$ cat config.mk
export PLATFORM = sky130hd
export DESIGN_NAME = circular_queue
export DESIGN_NICKNAME = d
export VERILOG_FILES = /design/src/hdl/cq_pkg.sv /design/src/hdl/cq_front.sv /design/src/hdl/cq_back.sv /design/src/hdl/circular_queue.sv
export SDC_FILE = /design/constraint.sdc
export NUM_CORES = 1
export LEC_CHECK = 0
export ABC_CLOCK_PERIOD_IN_PS = 10000
export BUFFER_PORTS_ARGS = -buffer_cell sky130_fd_sc_hd__buf_2
export CAP_MARGIN = 20
export CORE_ASPECT_RATIO = 0.6
export CORE_MARGIN = 4
export CORE_UTILIZATION = 50
export CTS_BUF_LIST = sky130_fd_sc_hd__clkbuf_8
export DETAILED_ROUTE_END_ITERATION = 10
export HOLD_SLACK_MARGIN = 0.15
export MAX_ROUTING_LAYER = met4
export PLACE_DENSITY = 0.67
export REMOVE_ABC_BUFFERS = 1
export SLEW_MARGIN = 30
export SYNTH_ARGS = -nofsm -noshare
export SYNTH_HDL_FRONTEND = slang
export SYNTH_SLANG_ARGS = --single-unit
$ cat constraint.sdc
create_clock -name clk_i -period 10 [get_ports clk_i]
set_input_delay 0.5 -clock clk_i [delete_from_list [all_inputs] [get_ports clk_i]]
set_output_delay 0.5 -clock clk_i [all_outputs]
set_load 0.005 [all_outputs]
$ cat src/hdl/cq_pkg.sv
// ----------------------------------------------------------------------------
// cq_pkg
// Shared types and constants for the circular queue front and back ends.
// ----------------------------------------------------------------------------
package cq_pkg;

  localparam int DefaultDepth = 8;
  localparam int WordW        = 32;
  localparam int CmdQDepth    = 2;
  localparam int CmdQAw       = $clog2(CmdQDepth);

  typedef enum logic [1:0] {
    OP_ENQ  = 2'd0,
    OP_DEQ  = 2'd1,
    OP_PEEK = 2'd2,
    OP_SHOW = 2'd3
  } cq_op_e;

  typedef enum logic [1:0] {
    ST_OK    = 2'd0,
    ST_FULL  = 2'd1,
    ST_EMPTY = 2'd2
  } cq_status_e;

  typedef struct packed {
    cq_op_e                    op;
    logic signed [WordW-1:0]   value;
  } cq_cmd_t;

endpackage

$ cat src/hdl/cq_front.sv
// ----------------------------------------------------------------------------
// cq_front
// Accepts requests, decodes the operation and holds them in a short
// command queue until the back end takes them.
// ----------------------------------------------------------------------------
module cq_front import cq_pkg::*; (
  input  logic                    clk_i,
  input  logic                    rst_ni,
  input  logic                    in_valid_i,
  output logic                    in_stall_o,
  input  logic [1:0]              operation_i,
  input  logic signed [WordW-1:0] push_value_i,
  output logic                    cmd_valid_o,
  output cq_cmd_t                 cmd_o,
  input  logic                    cmd_pop_i
);

  cq_cmd_t             entries_q [CmdQDepth];
  logic [CmdQAw-1:0]   wr_ptr_q, wr_ptr_d;
  logic [CmdQAw-1:0]   rd_ptr_q, rd_ptr_d;
  logic [CmdQAw:0]     fill_q, fill_d;
  logic                push;
  cq_cmd_t             cmd_new;

  always_comb begin
    cmd_new.value = push_value_i;
    cmd_new.op    = cq_op_e'(operation_i);
  end

  assign in_stall_o  = (fill_q == (CmdQAw+1)'(CmdQDepth));
  assign push        = in_valid_i && !in_stall_o;
  assign cmd_valid_o = (fill_q != '0);
  assign cmd_o       = entries_q[rd_ptr_q];

  always_comb begin
    wr_ptr_d = push ? wr_ptr_q + 1'b1 : wr_ptr_q;
    rd_ptr_d = cmd_pop_i ? rd_ptr_q + 1'b1 : rd_ptr_q;
    fill_d   = fill_q;
    if (push && !cmd_pop_i) begin
      fill_d = fill_q + 1'b1;
    end else if (!push && cmd_pop_i) begin
      fill_d = fill_q - 1'b1;
    end
  end

  always_ff @(posedge clk_i or negedge rst_ni) begin
    if (!rst_ni) begin
      wr_ptr_q <= '0;
      rd_ptr_q <= '0;
      fill_q   <= '0;
    end else begin
      wr_ptr_q <= wr_ptr_d;
      rd_ptr_q <= rd_ptr_d;
      fill_q   <= fill_d;
    end
  end

  always_ff @(posedge clk_i) begin
    if (push) begin
      entries_q[wr_ptr_q] <= cmd_new;
    end
  end

endmodule

$ cat src/hdl/cq_back.sv
// ----------------------------------------------------------------------------
// cq_back
// Executes queued commands against the ring store and drives the result
// register; display walks the ring one entry per cycle unless stalled.
// ----------------------------------------------------------------------------
module cq_back import cq_pkg::*; #(
  parameter int Depth = DefaultDepth
) (
  input  logic                    clk_i,
  input  logic                    rst_ni,
  input  logic                    cmd_valid_i,
  input  cq_cmd_t                 cmd_i,
  output logic                    cmd_pop_o,
  output logic                    out_valid_o,
  input  logic                    out_stall_i,
  output logic [1:0]              status_o,
  output logic signed [WordW-1:0] value_o,
  output logic                    last_o
);

  localparam int Aw = (Depth > 1) ? $clog2(Depth) : 1;
  localparam int Cw = $clog2(Depth + 1);

  typedef enum logic [1:0] {
    S_IDLE = 2'b01,
    S_WALK = 2'b10
  } state_e;

  state_e                  state_q, state_d;
  logic [Aw-1:0]           head_q, head_d;
  logic [Aw-1:0]           tail_q, tail_d;
  logic [Aw-1:0]           walk_q, walk_d;
  logic [Cw-1:0]           count_q, count_d;
  logic [Cw-1:0]           remain_q, remain_d;
  logic                    drop_q, drop_d;
  logic                    out_valid_q, out_valid_d;
  cq_status_e              out_status_q, out_status_d;
  logic signed [WordW-1:0] out_value_q, out_value_d;
  logic                    out_last_q, out_last_d;
  logic signed [WordW-1:0] mem [Depth];
  logic signed [WordW-1:0] rd_data_q;
  logic                    wr_en, rd_en;
  logic [Aw-1:0]           rd_addr;
  logic                    out_free;

  function automatic logic [Aw-1:0] ring_next(input logic [Aw-1:0] idx);
    ring_next = (idx == Aw'(Depth - 1)) ? '0 : idx + 1'b1;
  endfunction

  assign out_free  = !out_valid_q || !out_stall_i;
  assign cmd_pop_o = (state_q == S_IDLE) && cmd_valid_i && out_free;

  always_comb begin
    state_d      = state_q;
    head_d       = head_q;
    tail_d       = tail_q;
    walk_d       = walk_q;
    count_d      = count_q;
    remain_d     = remain_q;
    drop_d       = drop_q;
    out_valid_d  = out_valid_q && out_stall_i;
    out_status_d = out_status_q;
    out_value_d  = out_value_q;
    out_last_d   = out_last_q;
    wr_en        = 1'b0;
    rd_en        = 1'b0;
    rd_addr      = head_q;

    case (state_q)
      S_IDLE: begin
        if (cmd_pop_o) begin
          case (cmd_i.op)
            OP_ENQ: begin
              out_valid_d = 1'b1;
              out_value_d = '0;
              out_last_d  = 1'b1;
              if (count_q == Cw'(Depth)) begin
                out_status_d = ST_FULL;
              end else begin
                out_status_d = ST_OK;
                wr_en        = 1'b1;
                tail_d       = ring_next(tail_q);
                count_d      = count_q + 1'b1;
              end
            end
            default: begin
              if (count_q == '0) begin
                out_valid_d  = 1'b1;
                out_status_d = ST_EMPTY;
                out_value_d  = '0;
                out_last_d   = 1'b1;
              end else begin
                // first read goes out now, data is ready in the walk state
                rd_en    = 1'b1;
                rd_addr  = head_q;
                walk_d   = ring_next(head_q);
                remain_d = (cmd_i.op == OP_SHOW) ? count_q : Cw'(1);
                drop_d   = (cmd_i.op == OP_DEQ);
                state_d  = S_WALK;
              end
            end
          endcase
        end
      end
      S_WALK: begin
        if (out_free) begin
          out_valid_d  = 1'b1;
          out_status_d = ST_OK;
          out_value_d  = rd_data_q;
          out_last_d   = (remain_q == Cw'(1));
          if (remain_q == Cw'(1)) begin
            state_d = S_IDLE;
            if (drop_q) begin
              head_d  = ring_next(head_q);
              count_d = count_q - 1'b1;
            end
          end else begin
            rd_en    = 1'b1;
            rd_addr  = walk_q;
            walk_d   = ring_next(walk_q);
            remain_d = remain_q - 1'b1;
          end
        end
      end
      default: begin
        state_d = S_IDLE;
      end
    endcase
  end

  always_ff @(posedge clk_i or negedge rst_ni) begin
    if (!rst_ni) begin
      state_q     <= S_IDLE;
      head_q      <= '0;
      tail_q      <= '0;
      walk_q      <= '0;
      count_q     <= '0;
      remain_q    <= '0;
      drop_q      <= 1'b0;
      out_valid_q <= 1'b0;
    end else begin
      state_q     <= state_d;
      head_q      <= head_d;
      tail_q      <= tail_d;
      walk_q      <= walk_d;
      count_q     <= count_d;
      remain_q    <= remain_d;
      drop_q      <= drop_d;
      out_valid_q <= out_valid_d;
    end
  end

  always_ff @(posedge clk_i) begin
    out_status_q <= out_status_d;
    out_value_q  <= out_value_d;
    out_last_q   <= out_last_d;
  end

  always_ff @(posedge clk_i) begin
    if (wr_en) begin
      mem[tail_q] <= cmd_i.value;
    end
    if (rd_en) begin
      rd_data_q <= mem[rd_addr];
    end
  end

  assign out_valid_o = out_valid_q;
  assign status_o    = out_status_q;
  assign value_o     = out_value_q;
  assign last_o      = out_last_q;

endmodule

$ cat src/hdl/circular_queue.sv
// ----------------------------------------------------------------------------
// circular_queue
// Ring-buffer FIFO of signed words with enqueue, dequeue, peek and display.
// ----------------------------------------------------------------------------
// Requests enter a two-entry command queue and are executed one at a time.
// Enqueue, and any request that finds the queue empty, gives its result in
// the cycle after the back end takes it. Dequeue and peek give the head
// from the walk state; display walks the ring there, one entry per cycle
// unless the output stalls, as the ring store has a single registered read
// port and each entry needs its own read. Results sit in an output register,
// so new requests are still accepted while a result waits for transfer.
module circular_queue import cq_pkg::*; #(
  parameter int Depth = DefaultDepth
) (
  input  logic                    clk_i,
  input  logic                    rst_ni,
  input  logic                    in_valid_i,
  output logic                    in_stall_o,
  input  logic [1:0]              operation_i,
  input  logic signed [WordW-1:0] push_value_i,
  output logic                    out_valid_o,
  input  logic                    out_stall_i,
  output logic [1:0]              status_o,
  output logic signed [WordW-1:0] value_o,
  output logic                    last_o
);

  logic    cmd_valid;
  logic    cmd_pop;
  cq_cmd_t cmd;

  cq_front u_front (
    .clk_i        (clk_i),
    .rst_ni       (rst_ni),
    .in_valid_i   (in_valid_i),
    .in_stall_o   (in_stall_o),
    .operation_i  (operation_i),
    .push_value_i (push_value_i),
    .cmd_valid_o  (cmd_valid),
    .cmd_o        (cmd),
    .cmd_pop_i    (cmd_pop)
  );

  cq_back #(
    .Depth (Depth)
  ) u_back (
    .clk_i       (clk_i),
    .rst_ni      (rst_ni),
    .cmd_valid_i (cmd_valid),
    .cmd_i       (cmd),
    .cmd_pop_o   (cmd_pop),
    .out_valid_o (out_valid_o),
    .out_stall_i (out_stall_i),
    .status_o    (status_o),
    .value_o     (value_o),
    .last_o      (last_o)
  );

endmodule

==> flow_metrics.tcl <==
set metrics [dict create \
    outcome "completed" \
    hpwlAfterDp_mm 22.29 \
    syn_area_sq_um 17470 \
    skew_ns 0.02148 \
    cts-root-buf "clkbuf_8" \
    die_y_um 152.8 \
    drt_wl_total_mm 40.23 \
    cts.repair.resized 0 \
    dp_slack_ns 6.230 \
    placed_area_sq_um 18350 \
    cts_buffers 58 \
    synth_seq_cells 416 \
    cp_data_required_time_ns 10.33 \
    cts_max_level 2 \
    syn2layout_area_growth_pct 12.71 \
    vias 10860 \
    io_pins 75 \
    cts_tree "yes" \
    min_period_over_period_pct 38.08 \
    leakage_nw 6.734 \
    critPathMaxFanout 54 \
    synth_warnings 0 \
    core_area_sq_um 34090 \
    num_rows 52 \
    grt_overflow 0 \
    cap_violations 0 \
    ys_seq_area_share_pct 70.79 \
    clk_path_buf_depth 3 \
    syn_inst 1177 \
    grt_pass1_wl_mm 62.18 \
    antenna_found_initial 1 \
    port_buffers 74 \
    hold-path-cell-count 3 \
    crit_slowest_cell "nand2_1" \
    ant_nets 0 \
    avgRoutedWirePerCell_um 22.64 \
    dp.cells 1643 \
    fin_area_sq_um 19690 \
    track_usage_pct 21.35 \
    powerDensity_nw_per_um2 276.3 \
    synth-edff-count 391 \
    start_util_pct 51.25 \
    arrival_ns 4.14 \
    die_area_sq_um 38100 \
    clk_pin_slew_worst_paths_ns 0.06 \
    drt-vias-per-instance 6.113 \
    worst_pin_slew_ns 0.9831 \
    clock_latency_ns 0.61 \
    crit_path_start_kind "flip-flop" \
    grt_pass1_vias 10760 \
    crit_top_cell "buf_4" \
    crit_path_end_kind "flip-flop" \
    rsz0062_at_grt "false" \
    num_antenna_cells 0 \
    finalSetupViolCount 0 \
    layout_commonest_cell "edfxtp_1" \
    grt_max_degree 97 \
    synth.avg_cell_area_sq_um 14.84 \
    drc 0 \
    final_cells 1777 \
    synthFlopType "edfxtp_1" \
    mostFrequentLayoutCells "edfxtp_1, buf_2, and3_1, nand2b_1, a2111oi_0" \
    async_reset_ff_share_pct 6.010 \
    gp_congestion 0.7912 \
    finalCriticalPeriod_ns 3.808 \
    drive_gt1_share_pct 18.13 \
    layout.nets 1331 \
    cts_setup_buffers 0 \
    cts_sinks 416 \
    max_slew_margin_pct 34.30 \
    hold_path.class "primary input to flip-flop" \
    worst_slack_ns 6.192 \
    drt_iter0_markers 1226 \
    path_cells "inv_1, ha_2, buf_4, a21bo_2, buf_4, o21ai_1, nand2_1, buf_4, a2111oi_0, nor3_1" \
    ir_worst_vdd_mv 0.1427 \
    slowest_delay_ns 0.54 \
    drt_first_pass_iters 6 \
    report.final.slew_viol_count 0 \
    ys_types 58 \
    crit_type "flip-flop to flip-flop" \
    hold_violations 0 \
    die_w_um 249.3 \
    fin_tns_setup_ns 0 \
    cts_hold_buffers 35 \
    rr_worst_depth 10 \
    fmax_mhz 262.6 \
]
==> report_power, final <==
group	switching, mW	leakage (nW)	internal [mW]	total, mW
Combinational	1.11	2.29	0.587	1.70
Sequential	0.151	3.86	2.42	2.57
Clock	0.612	0.583	0.556	1.17
==> per-stage QoR <==
stage	power (mW)	hold slack, ns	util [%]
after global routing	5.755	0.2853	57.76
after global placement	4.212	0.4906	53.59
final	5.441	0.2898	57.76
after floorplan	3.642	0.2044	-
after CTS	5.471	0.2404	57.76
after detailed placement	4.291	0.5099	53.83
==> registers in the layout (all words and copies together), names as in the netlist <==
| register | count |
|---|---|
| u_front.wr_ptr_q | 1 |
| u_back.tail_q | 3 |
| u_front.entries_q | 68 |
| u_front.rd_ptr_q | 1 |
| u_back.head_q | 3 |
| u_back.count_q | 4 |
| u_back.status_o | 2 |
| u_back.state_q | 2 |
| u_back.remain_q | 4 |
| u_back.out_valid_o | 1 |
| u_front.fill_q | 2 |
| u_back.last_o | 1 |
| u_back.walk_q | 3 |
| u_back.rd_data_q | 32 |
| u_back.value_o | 32 |
| u_back.mem | 256 |
| u_back.drop_q | 1 |
==> synthesized netlist by cell type, types with 3 or more instances <==
library cell / n / area share (%)
clkbuf_1: 68 / 1.5
a21o_1: 6 / 0.26
buf_6: 4 / 0.26
nand3_1: 37 / 1.1
a211oi_1: 32 / 1.4
nand2b_1: 66 / 2.4
inv_1: 13 / 0.28
nor2_1: 12 / 0.26
a21oi_1: 43 / 1.2
nor3b_1: 4 / 0.17
dfrtp_1: 24 / 3.4
nand3b_1: 3 / 0.13
xnor2_1: 7 / 0.35
nor3_1: 40 / 1.1
and2_1: 33 / 1.2
a32o_1: 32 / 1.8
buf_4: 5 / 0.21
edfxtp_1: 391 / 67
a2111oi_0: 62 / 3.1
o21ai_0: 41 / 1.2
nand2_1: 48 / 1.0
mux2_2: 37 / 2.4
a311oi_1: 32 / 1.6
and3_1: 67 / 2.4
mux2i_1: 3 / 0.17
ha_1: 13 / 0.93
buf_2: 15 / 0.43
a211o_1: 3 / 0.15
==> critical path, delay by kind of cell, from the launching register on <==
family                     cells  cell delay, ns
adders and majority gates      1            0.19
buffers and inverters          4            1.30
AOI/OAI and AO/OA              3            1.00
and+or+nand+nor                2            0.66
DFF                            1            0.37
==> kinds of logic after synthesis <==
logic type,Yosys count,synth area share [%]
DFF,416,70.79
and+or+nand+nor,322,10.48
AOI/OAI and AO/OA,269,11.99
buffers and inverters,107,2.693
muxes,40,2.557
adders and majority gates,14,1.046
xor gates and xnor gates,9,0.4512
==> layer usage <==
metal | global-route usage (%) | vias to the layer above | wire length, um
met4 | 5.547 | 0 | 852
li1 | - | 4875 | -
met1 | 31.23 | 5480 | 18450
met5 | - | - | 0
met3 | 4.231 | 70 | 3261
met2 | 31.03 | 437 | 17670
==> area by class of cell <==
type                    instances  area, sq um
flip-flops and latches        416        12370
repair buffers                136        970.9
multi-input cells             654         4735
inverters                      13        48.80
fillers                      2686        14400
clock inverters                38        150.1
clock buffers                  61        839.6
well taps                     459        574.3
==> path summary, 6_finish.rpt <==
path / startpoint / to / slack [ns]
min: in_valid_i / u_front.wr_ptr_q / 0.29
max: u_back.state_q[0] / u_back.rd_data_q[29] / 6.19
max in group asynchronous: rst_ni / u_front.rd_ptr_q / 9.07
max reg2reg: u_back.state_q[0] / u_back.rd_data_q[29] / 6.19
min in group asynchronous: rst_ni / u_back.remain_q[3] / 0.44
min reg2reg: u_back.rd_data_q[20] / u_back.value_o[20] / 0.52
(Power assumes the default switching activity.)
